<file path="config.mk">
export PLATFORM = sky130hd
export DESIGN_NAME = sai_ctrl
export DESIGN_NICKNAME = d
export VERILOG_FILES = /design/src/sai_pkg.sv /design/src/sai_ctrl.sv
export SDC_FILE = /design/constraint.sdc
export NUM_CORES = 1
export LEC_CHECK = 0
export BUFFER_PORTS_ARGS = -buffer_cell sky130_fd_sc_hd__buf_4
export CORE_MARGIN = 2
export CORE_UTILIZATION = 40
export CTS_CLUSTER_DIAMETER = 150
export DETAILED_ROUTE_END_ITERATION = 16
export GPL_ROUTABILITY_DRIVEN = 0
export PLACE_DENSITY = 0.76
export SYNTH_ARGS = -nofsm -noshare
export SYNTH_HDL_FRONTEND = slang
export SYNTH_SLANG_ARGS = --single-unit
</file>
<file path="constraint.sdc">
create_clock -name clock -period 1.7 [get_ports clock]
set_clock_uncertainty 0.2 [all_clocks]
set_input_delay 0.17 -clock clock [delete_from_list [all_inputs] [get_ports clock]]
set_output_delay 0.17 -clock clock [all_outputs]
set_load 0.01 [all_outputs]
</file>
<file path="src/sai_pkg.sv">
package sai_pkg;

   localparam int CAPACITY_DEF = 64;

   localparam int OP_W     = 3;
   localparam int VALUE_W  = 32;
   localparam int INDEX_W  = 6;
   localparam int COUNT_W  = 7;
   localparam int STATUS_W = 2;

   localparam logic [OP_W-1:0] OP_CLEAR   = 3'd0;
   localparam logic [OP_W-1:0] OP_APPEND  = 3'd1;
   localparam logic [OP_W-1:0] OP_INSERT  = 3'd2;
   localparam logic [OP_W-1:0] OP_DELETE  = 3'd3;
   localparam logic [OP_W-1:0] OP_SEARCH  = 3'd4;
   localparam logic [OP_W-1:0] OP_DISPLAY = 3'd5;

   localparam logic [STATUS_W-1:0] ST_OK    = 2'd0;
   localparam logic [STATUS_W-1:0] ST_FULL  = 2'd1;
   localparam logic [STATUS_W-1:0] ST_RANGE = 2'd2;
   localparam logic [STATUS_W-1:0] ST_EMPTY = 2'd3;

   typedef struct packed {
      logic               load;
      logic               run;
      logic               match;
      logic               emit_search;
      logic               emit_empty;
      logic               emit_disp;
      logic               disp_last;
      logic [INDEX_W-1:0] disp_idx;
   } sai_cmd_type;

   typedef struct packed {
      logic [OP_W-1:0]    op;
      logic               empty;
      logic               out_free;
      logic [COUNT_W-1:0] count;
   } sai_stat_type;

endpackage

</file>
<file path="src/sai_ctrl.sv">
module sai_ctrl import sai_pkg::*; #(
   parameter int CAPACITY = CAPACITY_DEF
) (
   input  logic         clock,
   input  logic         reset,
   input  logic         req_valid,
   output logic         req_ready,
   input  sai_stat_type stat,
   output sai_cmd_type  cmd
);

   localparam int IDX_W = $clog2(CAPACITY);

   localparam logic [1:0] S_IDLE = 2'd0;
   localparam logic [1:0] S_EXEC = 2'd1;
   localparam logic [1:0] S_SRCH = 2'd2;
   localparam logic [1:0] S_DISP = 2'd3;

   logic [1:0]       state_ff, state_in;
   logic [IDX_W-1:0] idx_ff, idx_in;
   logic             disp_last;

   assign req_ready = (state_ff == S_IDLE);
   assign disp_last = (COUNT_W'(idx_ff) + COUNT_W'(1)) == stat.count;

   always_comb begin
      state_in     = state_ff;
      idx_in       = idx_ff;
      cmd          = '0;
      cmd.disp_idx = INDEX_W'(idx_ff);
      cmd.disp_last = disp_last;
      case (state_ff)
         S_IDLE: begin
            if (req_valid) begin
               cmd.load = 1'b1;
               state_in = S_EXEC;
            end
         end
         S_EXEC: begin
            cmd.match = 1'b1;
            case (stat.op)
               OP_CLEAR, OP_APPEND, OP_INSERT, OP_DELETE: begin
                  if (stat.out_free) begin
                     cmd.run  = 1'b1;
                     state_in = S_IDLE;
                  end
               end
               OP_SEARCH: begin
                  state_in = S_SRCH;
               end
               OP_DISPLAY: begin
                  if (stat.empty) begin
                     if (stat.out_free) begin
                        cmd.emit_empty = 1'b1;
                        state_in       = S_IDLE;
                     end
                  end else begin
                     idx_in   = '0;
                     state_in = S_DISP;
                  end
               end
               default: begin
                  state_in = S_IDLE;
               end
            endcase
         end
         S_SRCH: begin
            if (stat.out_free) begin
               cmd.emit_search = 1'b1;
               state_in        = S_IDLE;
            end
         end
         S_DISP: begin
            if (stat.out_free) begin
               cmd.emit_disp = 1'b1;
               idx_in        = idx_ff + IDX_W'(1);
               if (disp_last) begin
                  state_in = S_IDLE;
               end
            end
         end
         default: begin
            state_in = S_IDLE;
         end
      endcase
   end

   always_ff @(posedge clock) begin
      if (reset) begin
         state_ff <= S_IDLE;
         idx_ff   <= '0;
      end else begin
         state_ff <= state_in;
         idx_ff   <= idx_in;
      end
   end

   a_one_result_cmd: assert property (@(posedge clock) disable iff (reset)
      $onehot0({cmd.run, cmd.emit_search, cmd.emit_empty, cmd.emit_disp}))
      else $error("more than one result command in a cycle");

   a_emit_when_free: assert property (@(posedge clock) disable iff (reset)
      (cmd.run || cmd.emit_search || cmd.emit_empty || cmd.emit_disp) |-> stat.out_free)
      else $error("result issued while output register is held");

   a_disp_in_range: assert property (@(posedge clock) disable iff (reset)
      (state_ff == S_DISP) |-> (COUNT_W'(idx_ff) < stat.count))
      else $error("display index past entry count");

endmodule

</file>
Word level (Yosys, flattened, before mapping). Index checks and enable logic that the tools add are counted.

Bits in registers: 8. Input port bits: 15. Output and inout bits: 14. Logic and storage cells: 45.

$add $sub $neg: 2. Equality and inequality tests: 14. Mux-type cells: 21. Reduce and logical (&&, ||, !) cells: 6.

Operator list (number): $mux 6 (3); $mux 2 (6); $pmux 6 s2 (1); $mux 1 (9); $ne 2x2->1 const B (4); $pmux 2 s4 (1); $add 6x1->7 const B (1); $eq 7x7->1 (1); $add 6x1->6 const B (1); $eq 3x2->1 const B (2); $eq 3x3->1 const B (2); $pmux 2 s3 (1); $eq 2x2->1 const B (2); $reduce_and 4->1 (1); $reduce_or 4->1 (1); $eq 3x1->1 const B (1); $logic_not 3->1 (1); $reduce_and 3->1 (1); $eq 2x1->1 const B (1); $logic_not 2->1 (1); $ne 2x1->1 const B (1); $reduce_bool 2->1 (1).

Logic depth before layout (Yosys ltp).
Depth after elaboration: 5. Mapped depth: 6.

Worst setup path after synthesis. Ideal clock, no wire load.

Path type: flip-flop to output port. Start: register idx_ff[0]. End: output cmd[6] (netlist name). Arrival time: 1.473 ns. Data required time: 1.330 ns. Path slack: -0.143 ns. Cell stages (with the launch flop): 6. Path buffers: 1. Cell sequence: dfxtp_1 ha_1 xor2_1 nor4b_1 o211a_1 buf_4.

Word-level cells in the longest chain between the ends: 2.

RTL lines: start: declaration (RTL line sai_ctrl.sv:20) `logic [IDX_W-1:0] idx_ff, idx_in;`; start signal: assignment (RTL line sai_ctrl.sv:94) `idx_ff <= idx_in;`; $add 6x1->7 (RTL line sai_ctrl.sv:24) `assign disp_last = (COUNT_W'(idx_ff) + COUNT_W'(1)) == stat.count;`; $eq 7x7->1 (RTL line sai_ctrl.sv:24); end: declaration (RTL line sai_ctrl.sv:9) `output sai_cmd_type cmd`.

No other way between the ends.

==> results.yml <==
worst_setup_path:
  required_ns: 1.33
  rrSetupSlack_ns: -0.18
  criticalPathCategory: "register to output port"
  r2r_cells: 6
  crit_arrival_ns: 1.64
  critPathCaptureType: "output port"
  r2r_start: "idx_ff[1]"
  r2r-end: "state_ff[1]"
  crit_path_start_kind: "register"
  crit_fanout: 4
power_and_ir_drop:
  p_clk_frac: 0.354
  p_int_mw: 0.320
  combPwrFrac: 0.206
  leakage_nw: 0.464
  ir_worst_vdd_mv: 0.280
  power.density_nw_per_um2: 448
  p_sw_mw: 0.125
  seqPwrFrac: 0.440
  p_sw_frac: 0.280
finish:
  nNetsFinal: 146
  final_cell_mix: "buf_4, nand2_1, a21oi_1, o21ai_0"
  layout_commonest_cell: "buf_4"
  drive_above_1_share: 0.398
  diodes: 0
  n_fill_cell: 139
  final_cells: 144
  final_core_util: 0.659
  area_delta_synth_final_pct: 54.2
drt:
  drc: 0
  first_pass_iters: 4
  vias_per_cell: 5.40
  routedWlPerCell_um: 13.2
  drtAntennaViolNets: 0
  drt_first_iter_violations: 16
  num_vias: 778
  wirelength_um: 1900
global_routing:
  grt_usage: 0.221
  grt_pass1_vias: 745
  grt_pass1_wl_um: 3080
  antenna_found_initial: 0
  grt_max_degree: 13
  grt_overflow: 0
run_status:
  violations: "negative setup slack"
  status: "finished, violations left"
clock_tree:
  root_buffer: "clkbuf_4"
  cts_tree: "done"
  clockBufferDepth: 2
  cts.htree.levels: 1
  clk_latency_ns: 0.26
  path_clk_slew_ns: 0.06
  cts_made_buffers: 3
  cts_sinks: 8
hold_path:
  hp-start: "req_valid"
  whs_path_depth: 3
  hold_path.class: "input port to register"
  holdPathEnd: "state_ff[0]"
place:
  dp.final_hpwl_um: 1470
  dp_cells: 139
  portBuffers: 28
sta:
  worst_slew_pin_slew_ns: 0.254
  slew_viol_final: 0
  tns_ns: -0.628
  finalHoldViolCount: 0
  slew_headroom: 0.828
  fmax_mhz: 498
  fin_crit_ns: 2.01
  timing.final.ws_setup_ns: -0.309
  rsz0062_at_grt: "true"
  setup_viol_count_final: 3
  fin_crit_sh: 1.18
logic_synthesis:
  synth.yosys.warnings: 0
  seq_area_frac_synth: 0.249
  synth-edff-count: 0
  async_reset_ff_frac: 0
  avgSynthCellArea_um2: 7.08
  yosys.area.top_type: "dfxtp_1"
  syn_area_um2: 644
  synth_area_leaders: "dfxtp_1, a21oi_1, o21ai_0"
  yosys_most_used_dff: "dfxtp_1"
  mappedNetlistNets: 107
  ys_types: 34
  synthCells: 91
  synth-seq-cells: 8
  yosys.area.top_type_share: 0.249
die:
  io_pins: 29
  rows: 14
  dieArea_um2: 1950
  die_y_um: 44.1
  coreArea_um2: 1510
  die_w_um: 44.1
  initial_core_util: 0.428
run:
  maxCapViolCount: 0
layer usage:
layer  GRT usage  vias up  share of wire
li1            -      398              -
met1       0.234      345           0.42
met2       0.379       31           0.49
met3      0.0408        4          0.067
met4       0.176        0          0.024
met5           0        -              0
synth_stat cells, drive strengths merged, types with 2 or more instances:
cell type,instances
a21oi,9
nand2,9
o21ai,9
dfxtp,8
inv,6
nor2,6
buf,4
xnor2,4
nand2b,3
nand3,3
nor3,3
xor2,3
a221oi,2
clkbuf,2
nand3b,2
nor2b,2
or3,2
cell families (layout without fill, tap and decap cells):
logic type                 count (synthesis)  after routing  synth area share
adders and majority gates                  1              1            0.0194
and+or+nand+nor                           36             36             0.293
xor gates and xnor gates                   7              7            0.0951
AOI/OAI and AO/OA                         26             26             0.239
DFF                                        8              8             0.249
muxes                                      1              1            0.0155
buffers and inverters                     12             49            0.0893
registers in the layout (all words and copies together), names as in the netlist:
| name | cells |
|---|---|
| idx_ff | 6 |
| state_ff | 2 |
power by group through the flow:
stage / Clock (mW) / Combinational, mW / Sequential [mW]
floorplan: 0 / 0.0433 / 0.196
finish: 0.157 / 0.0917 / 0.196
detailed placement: 0 / 0.0874 / 0.201
global placement: 0 / 0.0863 / 0.201
global route: 0.175 / 0.0994 / 0.196
CTS: 0.157 / 0.0913 / 0.196
stage by stage:
step / setup slack (ns) / hold slack [ns] / instance area (um2) / power (mW)
3_3_place_gp: -0.0759 / 0.202 / 931 / 0.287
5_1_grt: -0.362 / 0.0410 / 993 / 0.470
3_5_place_dp: -0.0858 / 0.207 / 931 / 0.288
6_report: -0.309 / 0.00913 / 993 / 0.445
4_1_cts: -0.297 / 0.00921 / 985 / 0.445
2_1_floorplan: -0.0396 / 0.137 / 661 / 0.239
final cells by class:
| class | count | area (um2) | share of cell area |
|---|---|---|---|
| Clock buffer | 3 | 22.5 | 0.0227 |
| Inverter | 6 | 22.5 | 0.0227 |
| Multi-Input combinational cell | 71 | 454 | 0.457 |
| Sequential cell | 8 | 171 | 0.173 |
| Tap cell | 16 | 20.0 | 0.0202 |
| Timing Repair Buffer | 40 | 303 | 0.305 |
how the worst max path moves through the flow:
stage                    from          end  slack (ns)
floorplan           idx_ff[0]       cmd[6]       -0.04
global placement    idx_ff[0]       cmd[6]       -0.08
detailed placement  idx_ff[0]  state_ff[1]       -0.09
CTS                 idx_ff[1]       cmd[6]       -0.30
global route        idx_ff[1]       cmd[6]       -0.36
finish              idx_ff[0]       cmd[6]       -0.31
worst max-delay path: stages, from the launching register on:
cell and delay, ns:
dfxtp_4 0.36, ha_4 0.17, xnor2_2 0.13, xnor2_1 0.12, nor4b_1 0.25, o211a_1 0.21, buf_4 0.12
repair_timing:
item,4_1_cts,5_1_grt
hold buffers,1,0
cloned,0,0
setup endpoints to repair,5,4
endpoints found under the hold margin,8,0
resized for setup,5,2
pin swaps,2,0
setup buffers,1,0
Power figures use the tool's default switching activity.
